File: src/rtl/mbrc_pkg.sv
// Shared constants, types and CRC helpers for the Modbus RTU reply checker.
package mbrc_pkg;

    localparam int MAX_FRAME = 64;
    localparam int CNT_W     = $clog2(MAX_FRAME + 2);
    localparam int LEN_W     = 9;
    localparam int TOT_W     = 16;
    localparam int APB_AW    = 3;
    localparam int APB_DW    = 32;

    localparam logic [CNT_W-1:0] MAX_CNT     = CNT_W'(MAX_FRAME);
    localparam logic [CNT_W-1:0] MIN_CNT     = CNT_W'(5);
    localparam logic [CNT_W-1:0] CRC_START   = CNT_W'(2);
    localparam logic [CNT_W-1:0] HDR_CRC_LEN = CNT_W'(3);

    localparam logic [15:0] CRC_INIT = 16'hFFFF;
    localparam logic [15:0] CRC_POLY = 16'hA001;
    localparam logic [7:0]  EXC_MASK = 8'h80;

    // Register word index of the configuration port
    localparam logic REG_SLAVE_ID = 1'b0;

    // Supported function codes
    localparam logic [7:0] FN_READ_COILS      = 8'd1;
    localparam logic [7:0] FN_READ_DISC_IN    = 8'd2;
    localparam logic [7:0] FN_READ_HOLD_REGS  = 8'd3;
    localparam logic [7:0] FN_READ_IN_REGS    = 8'd4;
    localparam logic [7:0] FN_WRITE_COIL      = 8'd5;
    localparam logic [7:0] FN_WRITE_REG       = 8'd6;
    localparam logic [7:0] FN_WRITE_COILS     = 8'd15;
    localparam logic [7:0] FN_WRITE_REGS      = 8'd16;

    typedef enum logic [2:0] {
        ST_OK      = 3'd0,
        ST_SHORT   = 3'd1,
        ST_BAD_ID  = 3'd2,
        ST_CRC     = 3'd3,
        ST_EXC     = 3'd4,
        ST_ILL_FN  = 3'd5
    } t_status;

    typedef struct packed {
        logic [7:0] data_byte;
        logic       last_byte;
    } t_item;

    typedef struct packed {
        logic  valid;
        t_item item;
    } t_item_slot;

    // Byte-wide reflected CRC-16 update, unrolled over eight bit steps
    function automatic logic [15:0] crc_feed(input logic [15:0] crc, input logic [7:0] b);
        logic [15:0] c;
        c = crc ^ {8'h00, b};
        for (int k = 0; k < 8; k++) begin
            if (c[0]) begin
                c = (c >> 1) ^ CRC_POLY;
            end else begin
                c = c >> 1;
            end
        end
        return c;
    endfunction

    function automatic logic fn_known(input logic [7:0] f);
        logic known;
        case (f)
            FN_READ_COILS, FN_READ_DISC_IN, FN_READ_HOLD_REGS, FN_READ_IN_REGS,
            FN_WRITE_COIL, FN_WRITE_REG, FN_WRITE_COILS, FN_WRITE_REGS: known = 1'b1;
            default: known = 1'b0;
        endcase
        return known;
    endfunction

endpackage

File: src/rtl/mbrc_in_if.sv
// Byte stream channel carrying received reply bytes.
interface mbrc_in_if;
    logic       valid;
    logic       ready;
    logic [7:0] data_byte;
    logic       last_byte;

    modport source (output valid, output data_byte, output last_byte, input ready);
    modport sink   (input valid, input data_byte, input last_byte, output ready);
endinterface

File: src/rtl/mbrc_out_if.sv
// Result channel carrying one check report per frame.
interface mbrc_out_if;
    logic        valid;
    logic        ready;
    logic [2:0]  status;
    logic [7:0]  function_code;
    logic [8:0]  payload_length;
    logic [15:0] success_count;
    logic [15:0] failure_count;
    logic [15:0] exception_count;
    logic [15:0] retry_count;

    modport source (
        output valid, output status, output function_code, output payload_length,
        output success_count, output failure_count, output exception_count,
        output retry_count, input ready
    );
    modport sink (
        input valid, input status, input function_code, input payload_length,
        input success_count, input failure_count, input exception_count,
        input retry_count, output ready
    );
endinterface

File: src/rtl/mbrc_cfg.sv
// APB register block holding the expected slave address.
module mbrc_cfg
    import mbrc_pkg::*;
(
    input  logic              i_clk,
    input  logic              i_rst_n,
    input  logic              psel,
    input  logic              penable,
    input  logic              pwrite,
    input  logic [APB_AW-1:0] paddr,
    input  logic [APB_DW-1:0] pwdata,
    output logic [APB_DW-1:0] prdata,
    output logic              pready,
    output logic [7:0]        o_slave_id
);

    logic [7:0] r_slave_id;
    logic       wr_en;
    logic       hit;

    assign pready = 1'b1;
    assign hit    = (paddr[2] == REG_SLAVE_ID);
    assign wr_en  = psel & penable & pwrite & pready & hit;

    always_ff @(posedge i_clk) begin
        if (!i_rst_n) begin
            r_slave_id <= 8'h00;
        end else if (wr_en) begin
            r_slave_id <= pwdata[7:0];
        end
    end

    assign prdata     = hit ? {{(APB_DW-8){1'b0}}, r_slave_id} : '0;
    assign o_slave_id = r_slave_id;

endmodule

File: src/rtl/mbrc_in_stage.sv
// Input register stage for received bytes.
module mbrc_in_stage
    import mbrc_pkg::*;
(
    input  logic         i_clk,
    input  logic         i_rst_n,
    mbrc_in_if.sink      i_in,
    input  logic         i_advance,
    output t_item_slot   o_slot
);

    logic  r_valid;
    t_item r_item;
    logic  take;

    // Refill while the held byte moves on in the same cycle
    assign i_in.ready = !r_valid || i_advance;
    assign take       = i_in.valid && i_in.ready;

    always_ff @(posedge i_clk) begin
        if (!i_rst_n) begin
            r_valid <= 1'b0;
        end else if (take) begin
            r_valid <= 1'b1;
        end else if (i_advance) begin
            r_valid <= 1'b0;
        end
    end

    always_ff @(posedge i_clk) begin
        if (take) begin
            r_item.data_byte <= i_in.data_byte;
            r_item.last_byte <= i_in.last_byte;
        end
    end

    assign o_slot.valid = r_valid;
    assign o_slot.item  = r_item;

endmodule

File: src/rtl/mbrc_frame_check.sv
// Per-frame CRC, length and header checks with counters and result register.
module mbrc_frame_check
    import mbrc_pkg::*;
(
    input  logic        i_clk,
    input  logic        i_rst_n,
    input  t_item_slot  i_slot,
    input  logic [7:0]  i_slave_id,
    output logic        o_advance,
    mbrc_out_if.source  o_out
);

    // Frame state
    logic [15:0]      r_crc;
    logic [CNT_W-1:0] r_cnt;
    logic [7:0]       r_d0, r_d1;
    logic [7:0]       r_first, r_second;
    logic             r_ovf;
    logic [TOT_W-1:0] r_succ, r_fail, r_exc, r_retry;

    // Result register
    logic             r_out_valid;
    t_status          r_status;
    logic [7:0]       r_fn;
    logic [LEN_W-1:0] r_len;

    logic [15:0]      n_crc;
    logic [CNT_W-1:0] n_cnt;
    logic [7:0]       n_first, n_second;
    logic             n_ovf;
    t_status          n_status;
    logic [TOT_W-1:0] n_succ, n_fail, n_exc, n_retry;
    logic [LEN_W-1:0] n_len;

    logic [7:0] b;
    logic       last;
    logic       finish;

    assign b    = i_slot.item.data_byte;
    assign last = i_slot.item.last_byte;

    // A non-final byte never needs the result register
    assign o_advance = i_slot.valid && (!last || !r_out_valid || o_out.ready);
    assign finish    = o_advance && last;

    always_comb begin
        n_first  = (r_cnt == '0) ? b : r_first;
        n_second = (r_cnt == CNT_W'(1)) ? b : r_second;
        n_crc    = (r_cnt >= CRC_START) ? crc_feed(r_crc, r_d1) : r_crc;
        n_cnt    = (r_cnt <= MAX_CNT) ? r_cnt + CNT_W'(1) : r_cnt;
        n_ovf    = r_ovf || (n_cnt > MAX_CNT);

        // Received CRC: r_d0 is low byte, b is high byte
        if (n_cnt < MIN_CNT || n_ovf) begin
            n_status = ST_SHORT;
        end else if (n_first != i_slave_id) begin
            n_status = ST_BAD_ID;
        end else if (n_crc[7:0] != r_d0 || n_crc[15:8] != b) begin
            n_status = ST_CRC;
        end else if ((n_second & EXC_MASK) != 8'h00) begin
            n_status = ST_EXC;
        end else if (!fn_known(n_second)) begin
            n_status = ST_ILL_FN;
        end else begin
            n_status = ST_OK;
        end

        n_succ  = r_succ;
        n_fail  = r_fail;
        n_exc   = r_exc;
        n_retry = r_retry;
        n_len   = '0;
        if (n_status == ST_OK) begin
            n_succ  = r_succ + TOT_W'(1);
            n_retry = '0;
            n_len   = LEN_W'(n_cnt - HDR_CRC_LEN);
        end else begin
            if (n_status == ST_EXC) begin
                n_exc = r_exc + TOT_W'(1);
            end
            n_fail  = r_fail + TOT_W'(1);
            n_retry = r_retry + TOT_W'(1);
        end
    end

    always_ff @(posedge i_clk) begin
        if (!i_rst_n) begin
            r_crc    <= CRC_INIT;
            r_cnt    <= '0;
            r_d0     <= 8'h00;
            r_d1     <= 8'h00;
            r_first  <= 8'h00;
            r_second <= 8'h00;
            r_ovf    <= 1'b0;
            r_succ   <= '0;
            r_fail   <= '0;
            r_exc    <= '0;
            r_retry  <= '0;
        end else if (finish) begin
            // Report and start a fresh frame
            r_crc    <= CRC_INIT;
            r_cnt    <= '0;
            r_d0     <= 8'h00;
            r_d1     <= 8'h00;
            r_first  <= 8'h00;
            r_second <= 8'h00;
            r_ovf    <= 1'b0;
            r_succ   <= n_succ;
            r_fail   <= n_fail;
            r_exc    <= n_exc;
            r_retry  <= n_retry;
        end else if (o_advance) begin
            r_crc    <= n_crc;
            r_cnt    <= n_cnt;
            r_d0     <= b;
            r_d1     <= r_d0;
            r_first  <= n_first;
            r_second <= n_second;
            r_ovf    <= n_ovf;
        end
    end

    always_ff @(posedge i_clk) begin
        if (!i_rst_n) begin
            r_out_valid <= 1'b0;
        end else if (finish) begin
            r_out_valid <= 1'b1;
        end else if (o_out.ready) begin
            r_out_valid <= 1'b0;
        end
    end

    always_ff @(posedge i_clk) begin
        if (finish) begin
            r_status <= n_status;
            r_fn     <= n_second;
            r_len    <= n_len;
        end
    end

    assign o_out.valid           = r_out_valid;
    assign o_out.status          = r_status;
    assign o_out.function_code   = r_fn;
    assign o_out.payload_length  = r_len;
    assign o_out.success_count   = r_succ;
    assign o_out.failure_count   = r_fail;
    assign o_out.exception_count = r_exc;
    assign o_out.retry_count     = r_retry;

endmodule

File: src/rtl/modbus_rtu_reply_checker_top.sv
// Path: an accepted final byte goes through the input register and then into the result register.
// Throughput: one byte per cycle; the input register and the result register
// let a new byte enter while a report waits, and only a final byte waits on it.
// Counters update with each report and are shown with it.
// Reset (synchronous, active low) clears frame state, counters and slave id.
// Top level: Modbus RTU reply checker.
module modbus_rtu_reply_checker_top
    import mbrc_pkg::*;
(
    input  logic              i_clk,
    input  logic              i_rst_n,
    mbrc_in_if.sink           i_in,
    mbrc_out_if.source        o_out,
    input  logic              psel,
    input  logic              penable,
    input  logic              pwrite,
    input  logic [APB_AW-1:0] paddr,
    input  logic [APB_DW-1:0] pwdata,
    output logic [APB_DW-1:0] prdata,
    output logic              pready
);

    logic [7:0] slave_id;
    logic       advance;
    t_item_slot slot;

    mbrc_cfg u_cfg (
        .i_clk      (i_clk),
        .i_rst_n    (i_rst_n),
        .psel       (psel),
        .penable    (penable),
        .pwrite     (pwrite),
        .paddr      (paddr),
        .pwdata     (pwdata),
        .prdata     (prdata),
        .pready     (pready),
        .o_slave_id (slave_id)
    );

    mbrc_in_stage u_in_stage (
        .i_clk     (i_clk),
        .i_rst_n   (i_rst_n),
        .i_in      (i_in),
        .i_advance (advance),
        .o_slot    (slot)
    );

    mbrc_frame_check u_check (
        .i_clk      (i_clk),
        .i_rst_n    (i_rst_n),
        .i_slot     (slot),
        .i_slave_id (slave_id),
        .o_advance  (advance),
        .o_out      (o_out)
    );

endmodule
File: src/flat_wrapper.sv
// flat-port wrapper written by rule: the top's interface ports become plain ports
module modbus_rtu_reply_checker_top_flat import mbrc_pkg::*;
  (i_clk, i_rst_n, psel, penable, pwrite, paddr, pwdata, prdata, pready, i_in_valid, i_in_data_byte, i_in_last_byte, i_in_ready, o_out_valid, o_out_status, o_out_function_code, o_out_payload_length, o_out_success_count, o_out_failure_count, o_out_exception_count, o_out_retry_count, o_out_ready);
  mbrc_in_if i_in_i ();
  mbrc_out_if o_out_i ();
  input  logic i_clk;
  input  logic i_rst_n;
  input  logic psel;
  input  logic penable;
  input  logic pwrite;
  input  logic [APB_AW-1:0] paddr;
  input  logic [APB_DW-1:0] pwdata;
  output logic [APB_DW-1:0] prdata;
  output logic pready;
  input wire logic [$bits(i_in_i.valid)-1:0] i_in_valid;
  input wire logic [$bits(i_in_i.data_byte)-1:0] i_in_data_byte;
  input wire logic [$bits(i_in_i.last_byte)-1:0] i_in_last_byte;
  output wire logic [$bits(i_in_i.ready)-1:0] i_in_ready;
  output wire logic [$bits(o_out_i.valid)-1:0] o_out_valid;
  output wire logic [$bits(o_out_i.status)-1:0] o_out_status;
  output wire logic [$bits(o_out_i.function_code)-1:0] o_out_function_code;
  output wire logic [$bits(o_out_i.payload_length)-1:0] o_out_payload_length;
  output wire logic [$bits(o_out_i.success_count)-1:0] o_out_success_count;
  output wire logic [$bits(o_out_i.failure_count)-1:0] o_out_failure_count;
  output wire logic [$bits(o_out_i.exception_count)-1:0] o_out_exception_count;
  output wire logic [$bits(o_out_i.retry_count)-1:0] o_out_retry_count;
  input wire logic [$bits(o_out_i.ready)-1:0] o_out_ready;
  assign i_in_i.valid = i_in_valid;
  assign i_in_i.data_byte = i_in_data_byte;
  assign i_in_i.last_byte = i_in_last_byte;
  assign i_in_ready = i_in_i.ready;
  assign o_out_valid = o_out_i.valid;
  assign o_out_status = o_out_i.status;
  assign o_out_function_code = o_out_i.function_code;
  assign o_out_payload_length = o_out_i.payload_length;
  assign o_out_success_count = o_out_i.success_count;
  assign o_out_failure_count = o_out_i.failure_count;
  assign o_out_exception_count = o_out_i.exception_count;
  assign o_out_retry_count = o_out_i.retry_count;
  assign o_out_i.ready = o_out_ready;
  modbus_rtu_reply_checker_top u_core (.i_clk(i_clk), .i_rst_n(i_rst_n), .i_in(i_in_i), .o_out(o_out_i), .psel(psel), .penable(penable), .pwrite(pwrite), .paddr(paddr), .pwdata(pwdata), .prdata(prdata), .pready(pready));
endmodule
File: config.mk
export PLATFORM = sky130hd
export DESIGN_NAME = modbus_rtu_reply_checker_top_flat
export DESIGN_NICKNAME = d
export VERILOG_FILES = /design/src/rtl/mbrc_pkg.sv /design/src/rtl/mbrc_in_if.sv /design/src/rtl/mbrc_out_if.sv /design/src/rtl/mbrc_cfg.sv /design/src/rtl/mbrc_in_stage.sv /design/src/rtl/mbrc_frame_check.sv /design/src/rtl/modbus_rtu_reply_checker_top.sv /design/src/flat_wrapper.sv
export SDC_FILE = /design/constraint.sdc
export NUM_CORES = 1
export LEC_CHECK = 0
export ABC_AREA = 1
export ABC_CLOCK_PERIOD_IN_PS = 3800
export CORE_ASPECT_RATIO = 0.9
export CORE_UTILIZATION = 60
export CTS_CLUSTER_DIAMETER = 50
export CTS_CLUSTER_SIZE = 8
export DETAILED_ROUTE_END_ITERATION = 10
export DONT_BUFFER_PORTS = 1
export PLACE_DENSITY = 0.76
export SYNTH_ARGS = -nofsm -noshare
export SYNTH_HDL_FRONTEND = slang
export SYNTH_SLANG_ARGS = --single-unit
File: constraint.sdc
create_clock -name i_clk -period 3.8 [get_ports i_clk]
set_clock_uncertainty 0.1 [all_clocks]
set_input_delay 0.57 -clock i_clk [delete_from_list [all_inputs] [get_ports i_clk]]
set_output_delay 0.57 -clock i_clk [all_outputs]
set_load 0.02 [all_outputs]
==> results.md <==
- The fraction of synthesis flops using an asynchronous set or reset pin is 0%.
- Averaged over all synthesized cells, the footprint is 6.997 um^2.
- The flow ran to the end, and the final reports show no timing, DRC or antenna violations.
- Summed over all layers, the routed wires come to 19,120 um.
- Once the floorplan was initialized, standard cells occupied 62.66% of the core.
- Once layout is done, the placed cells without fillers occupy 9231 um^2.
- The register area share after synthesis is between 40% and 50%.
- The number of sinks handled by clock tree synthesis is between 150 and 200.
- Once detailed placement completed, the half-perimeter wirelength came to 13,410 um.
- The slew at the pin with the worst max-slew slack is 1128 ps.
- The startpoint of the worst hold path is i_in_data_byte[3].
- The ratio of cells with drive above 1 in the final layout is 6.117%.
- The primary flip-flop cell chosen by synthesis mapping is sky130_fd_sc_hd__dfxtp_1.
- The CTS H-tree depth is 4.
- The clock transition at the register clock pins on the worst setup and hold paths after CTS is approximately 60 ps.
- The max-slew violation total from the final report came to 0.
- The count of cells along the worst register-to-register path is 21.
- At the worst endpoint, the required time is ~4000 ps.
- The portion of the clock cycle consumed by the worst path in the final layout is about nine tenths.
- The power consumption is roughly 4.1 mW.
- The via density per instance is 5.222.
- For this run the aggregate overflow at the end of global routing stands at 0.
- The die covers between 10,000 and 15,000 um^2.
- The first global-routing pass estimated roughly 31,000 um of wire.
- The number of antenna violations at the first check in global routing was 0.
- The worst reg2reg path startpoint is u_core.u_check.r_cnt[0]$_SDFFE_PP0P_.
- In the routed design, unresolved DRC markers number 0.
- The routability-driven placement congestion ratio is a little over 0.9.
- Summing over every cut layer, the via total after detailed routing is 7,389.
- The iteration count of the initial detailed-routing pass is 5.
- In this run the core area contains 40 standard-cell rows.
- Counting along the longest clock path gives a buffer depth of 2.
- In this run the cell area of the synthesized design comes to about 8500 um^2.
- The detail route stage leaves a number of antenna-violating nets equal to 0.
- The worst path in the final design needs a cycle of approximately 3400 ps, including I/O delays and setup.
- The worst hold path belongs to the class input pin to flop.
- STA classifies the critical path endpoint as a flop.
- By count the netlist is led by sky130_fd_sc_hd__nand2_1 (330), sky130_fd_sc_hd__inv_1 (158), sky130_fd_sc_hd__dfxtp_1 (130), sky130_fd_sc_hd__a21oi_1 (99), sky130_fd_sc_hd__nor2_1 (98).
- Measured against its own limit, the worst slew margin works out to 24.71%.
- The sort of element at the start of the critical path is a flop.
- Setup repair after global routing left no endpoint under its margin.
- The most instantiated library cell after synthesis is sky130_fd_sc_hd__nand2_1.
- The total number of nets in the final design is between 1,000 and 1,500.
- The power density relative to cell area is around 450 nW/um^2.
- Yosys mapped a number of flops with a built-in enable equal to 28.
- The area growth from synthesis to layout is 8.229%.
- The number of DRC markers in iteration 0 is 620.
- The biggest area contributor in the post-synthesis netlist is sky130_fd_sc_hd__dfxtp_1.
- The average wire length per cell after detail routing is between 10 and 15 um.
- For flop-to-flop paths, the worst setup slack is 360 ps.
- The netlist uses 41 different library cells.
- The placed instances occupy a cell area of roughly 8600 um^2.
- The instance count along the most critical hold path is 0.
- Pin placement for this block handled 170 I/O pins.
- The arrival time at the worst endpoint is between 3000 and 4000 ps.
- Adding up every negative setup slack in the final design gives 0 ps.
- In this run the biggest area consumer among cell types represents a little over 30% of the synthesized area.
- The critical path start-end classification is flop to flop.
- For hold timing, the worst endpoint is u_core.u_in_stage.o_slot[4]$_DFFE_PP_.
- The clock network latency to the later pin of the worst-skew pair is 430 ps.
- Clock tree synthesis selected as its root buffer the cell sky130_fd_sc_hd__clkbuf_16.
- Of all nets on the critical path, the largest fanout is 10.
- The peak supply drop is around 0.33 mV.
- TritonCTS built the clock tree.
- The width of the die is 127.7 um.
- Max-cap violations in this run came to 0.
- The number of global-route vias before repair is roughly 6,600.
- The number of diodes is 0.
- TritonCTS created 17 clock buffers.
- The number of failing setup endpoints in the final timing report is 0.
- In this run the standard cell core region covers 13,610 um^2.
- The hold-fix buffer count after cts is 0.
- The standby leakage power is just under 4 nW.
- The number of port buffers is 0.
- The number of endpoints with negative hold slack in the final report was 0.
- During synthesis, Yosys emitted a total of 0 warnings.
- Across every metal layer, demand over resource in global routing totals a little over a quarter.
- The post-synthesis sequential element count is 158.
- The cell count after synthesis came out at between 1,000 and 1,500.
- The end of the worst register-to-register path is u_core.u_check.o_out.exception_count[8]$_SDFFE_PN0P_.
- In the post-synthesis netlist, the biggest area contributors are sky130_fd_sc_hd__dfxtp_1 (31%), sky130_fd_sc_hd__nand2_1 (15%), sky130_fd_sc_hd__edfxtp_1 (9.9%).
- The maximum number of pins on one net before global-route repair is 62.
- For this run, the top clock speed supported by timing is 291.0 MHz.
- In this run the vertical extent of the chip is around 120 um.
[cells in the final DEF, fill, tap and decap left out, types with 2 or more instances in the layout]
master / count
sky130_fd_sc_hd__a21oi_1: 98
sky130_fd_sc_hd__buf_12: 2
sky130_fd_sc_hd__buf_4: 11
sky130_fd_sc_hd__bufinv_16: 3
sky130_fd_sc_hd__clkbuf_16: 17
sky130_fd_sc_hd__clkinv_2: 2
sky130_fd_sc_hd__clkinv_4: 3
sky130_fd_sc_hd__clkinvlp_4: 3
sky130_fd_sc_hd__conb_1: 26
sky130_fd_sc_hd__dfxtp_1: 130
sky130_fd_sc_hd__edfxtp_1: 28
sky130_fd_sc_hd__ha_1: 10
sky130_fd_sc_hd__inv_1: 158
sky130_fd_sc_hd__inv_2: 5
sky130_fd_sc_hd__nand2_1: 330
sky130_fd_sc_hd__nand2_2: 5
sky130_fd_sc_hd__nand2_4: 2
sky130_fd_sc_hd__nand3_1: 81
sky130_fd_sc_hd__nand3_2: 3
sky130_fd_sc_hd__nand4_1: 21
sky130_fd_sc_hd__nand4_4: 2
sky130_fd_sc_hd__nor2_1: 98
sky130_fd_sc_hd__nor2_2: 2
sky130_fd_sc_hd__nor2_4: 5
sky130_fd_sc_hd__nor3_1: 29
sky130_fd_sc_hd__nor3b_1: 3
sky130_fd_sc_hd__nor4_1: 8
sky130_fd_sc_hd__o211ai_1: 8
sky130_fd_sc_hd__o21ai_0: 66
sky130_fd_sc_hd__o21ai_1: 7
sky130_fd_sc_hd__xnor2_1: 8
sky130_fd_sc_hd__xor2_1: 36
[where the power goes]
| part | switching [mW] | internal [mW] |
|---|---|---|
| Combinational | 0.390 | 0.172 |
| Clock | 0.704 | 1.05 |
| Sequential | 0.0544 | 1.76 |
| Total | 1.15 | 2.98 |
[cell type report]
class,count,area (um^2)
multi-input combinational,860,4210
fill,1159,4382
inverter,163,611.8
clock inverter,13,163.9
timing repair buffer,13,122.6
tap,189,236.5
clock buffer,19,442.9
sequential,158,3443
[critical path, stage by stage (launching register included)]
cell and delay, ps:
sky130_fd_sc_hd__dfxtp_1 380, sky130_fd_sc_hd__inv_1 140, sky130_fd_sc_hd__ha_1 210, sky130_fd_sc_hd__nand2_1 70
sky130_fd_sc_hd__nand2_2 70, sky130_fd_sc_hd__nor2_4 230, sky130_fd_sc_hd__buf_12 150, sky130_fd_sc_hd__nand2_1 60
sky130_fd_sc_hd__nand3_1 100, sky130_fd_sc_hd__nand3_1 80, sky130_fd_sc_hd__nor2_1 130, sky130_fd_sc_hd__nand2_1 100
sky130_fd_sc_hd__nor2_1 110, sky130_fd_sc_hd__nand2_1 60, sky130_fd_sc_hd__nor2_1 90, sky130_fd_sc_hd__nand3_1 130
sky130_fd_sc_hd__nor2_4 220, sky130_fd_sc_hd__nand4_4 250, sky130_fd_sc_hd__nor2_8 270, sky130_fd_sc_hd__nand2_2 150
sky130_fd_sc_hd__nand2_1 110, sky130_fd_sc_hd__a21oi_1 60
[state kept, by name, summed over array words and instances, names as in the netlist]
register                              count
u_core.u_check.o_out.exception_count     16
u_core.u_check.o_out.failure_count       16
u_core.u_check.o_out.retry_count         16
u_core.u_check.o_out.success_count       16
u_core.u_check.r_crc                     16
u_core.u_in_stage.o_slot                  9
u_core.u_cfg.o_slave_id                   8
u_core.u_check.o_out.function_code        8
u_core.u_check.o_out.payload_length       8
u_core.u_check.r_d0                       8
u_core.u_check.r_d1                       8
u_core.u_check.r_first                    8
u_core.u_check.r_second                   8
u_core.u_check.r_cnt                      7
u_core.u_check.o_out.status               3
u_core.u_check.o_out.valid                1
u_core.u_check.r_ovf                      1
u_core.u_in_stage.r_valid                 1
[through the flow]
stage	util (%)	setup slack [ps]	hold slack, ps	std cells
after global placement	63.06	329.6	347.5	1380
after global routing	67.81	98.62	106.9	1415
after CTS	67.52	263.2	111.7	1412
final	67.81	363.5	128.3	1415
after detailed placement	63.06	305.3	374.5	1380
after floorplan	-	960.5	336.7	1243
[kinds of logic (layout without fill, tap and decap cells)]
logic type / after synthesis / after routing / synth area share (%)
AO/OA/AOI/OAI: 184 / 184 / 11.16
AND/OR/NAND/NOR: 596 / 596 / 30.88
flip-flops: 158 / 158 / 40.37
adder cells (fa/ha/maj): 10 / 10 / 1.467
buffers and inverters: 225 / 208 / 11.52
other: 2 / 26 / 0.08805
XOR/XNOR: 44 / 44 / 4.518
[layer usage]
layer,vias up,wire (um),GRT usage (%)
li1,3852,-,-
met1,3296,8943,35.90
met2,221,8516,42.30
met3,20,1373,7.352
met4,0,284,8.471
met5,-,0,0
[worst max-delay path by stage]
stage	endpoint	start	cells after the start
after floorplan	u_core.u_check.o_out.success_count[6]$_SDFFE_PN0P_	u_core.u_check.r_cnt[0]$_SDFFE_PP0P_	24
after global placement	u_core.u_check.o_out.success_count[8]$_SDFFE_PN0P_	u_core.u_check.r_cnt[0]$_SDFFE_PP0P_	23
after detailed placement	u_core.u_check.o_out.success_count[8]$_SDFFE_PN0P_	u_core.u_check.r_cnt[0]$_SDFFE_PP0P_	23
after CTS	u_core.u_check.o_out.success_count[8]$_SDFFE_PN0P_	u_core.u_check.r_cnt[0]$_SDFFE_PP0P_	22
after global routing	u_core.u_check.o_out.exception_count[7]$_SDFFE_PN0P_	u_core.u_check.r_cnt[0]$_SDFFE_PP0P_	24
final	u_core.u_check.o_out.exception_count[8]$_SDFFE_PN0P_	u_core.u_check.r_cnt[0]$_SDFFE_PP0P_	21
[what timing repair did]
item	in CTS	in global routing
gates resized for setup	0	2
setup endpoints to repair	0	16
buffers inserted	0	3
Note: power is estimated with default switching activity, not from simulation.
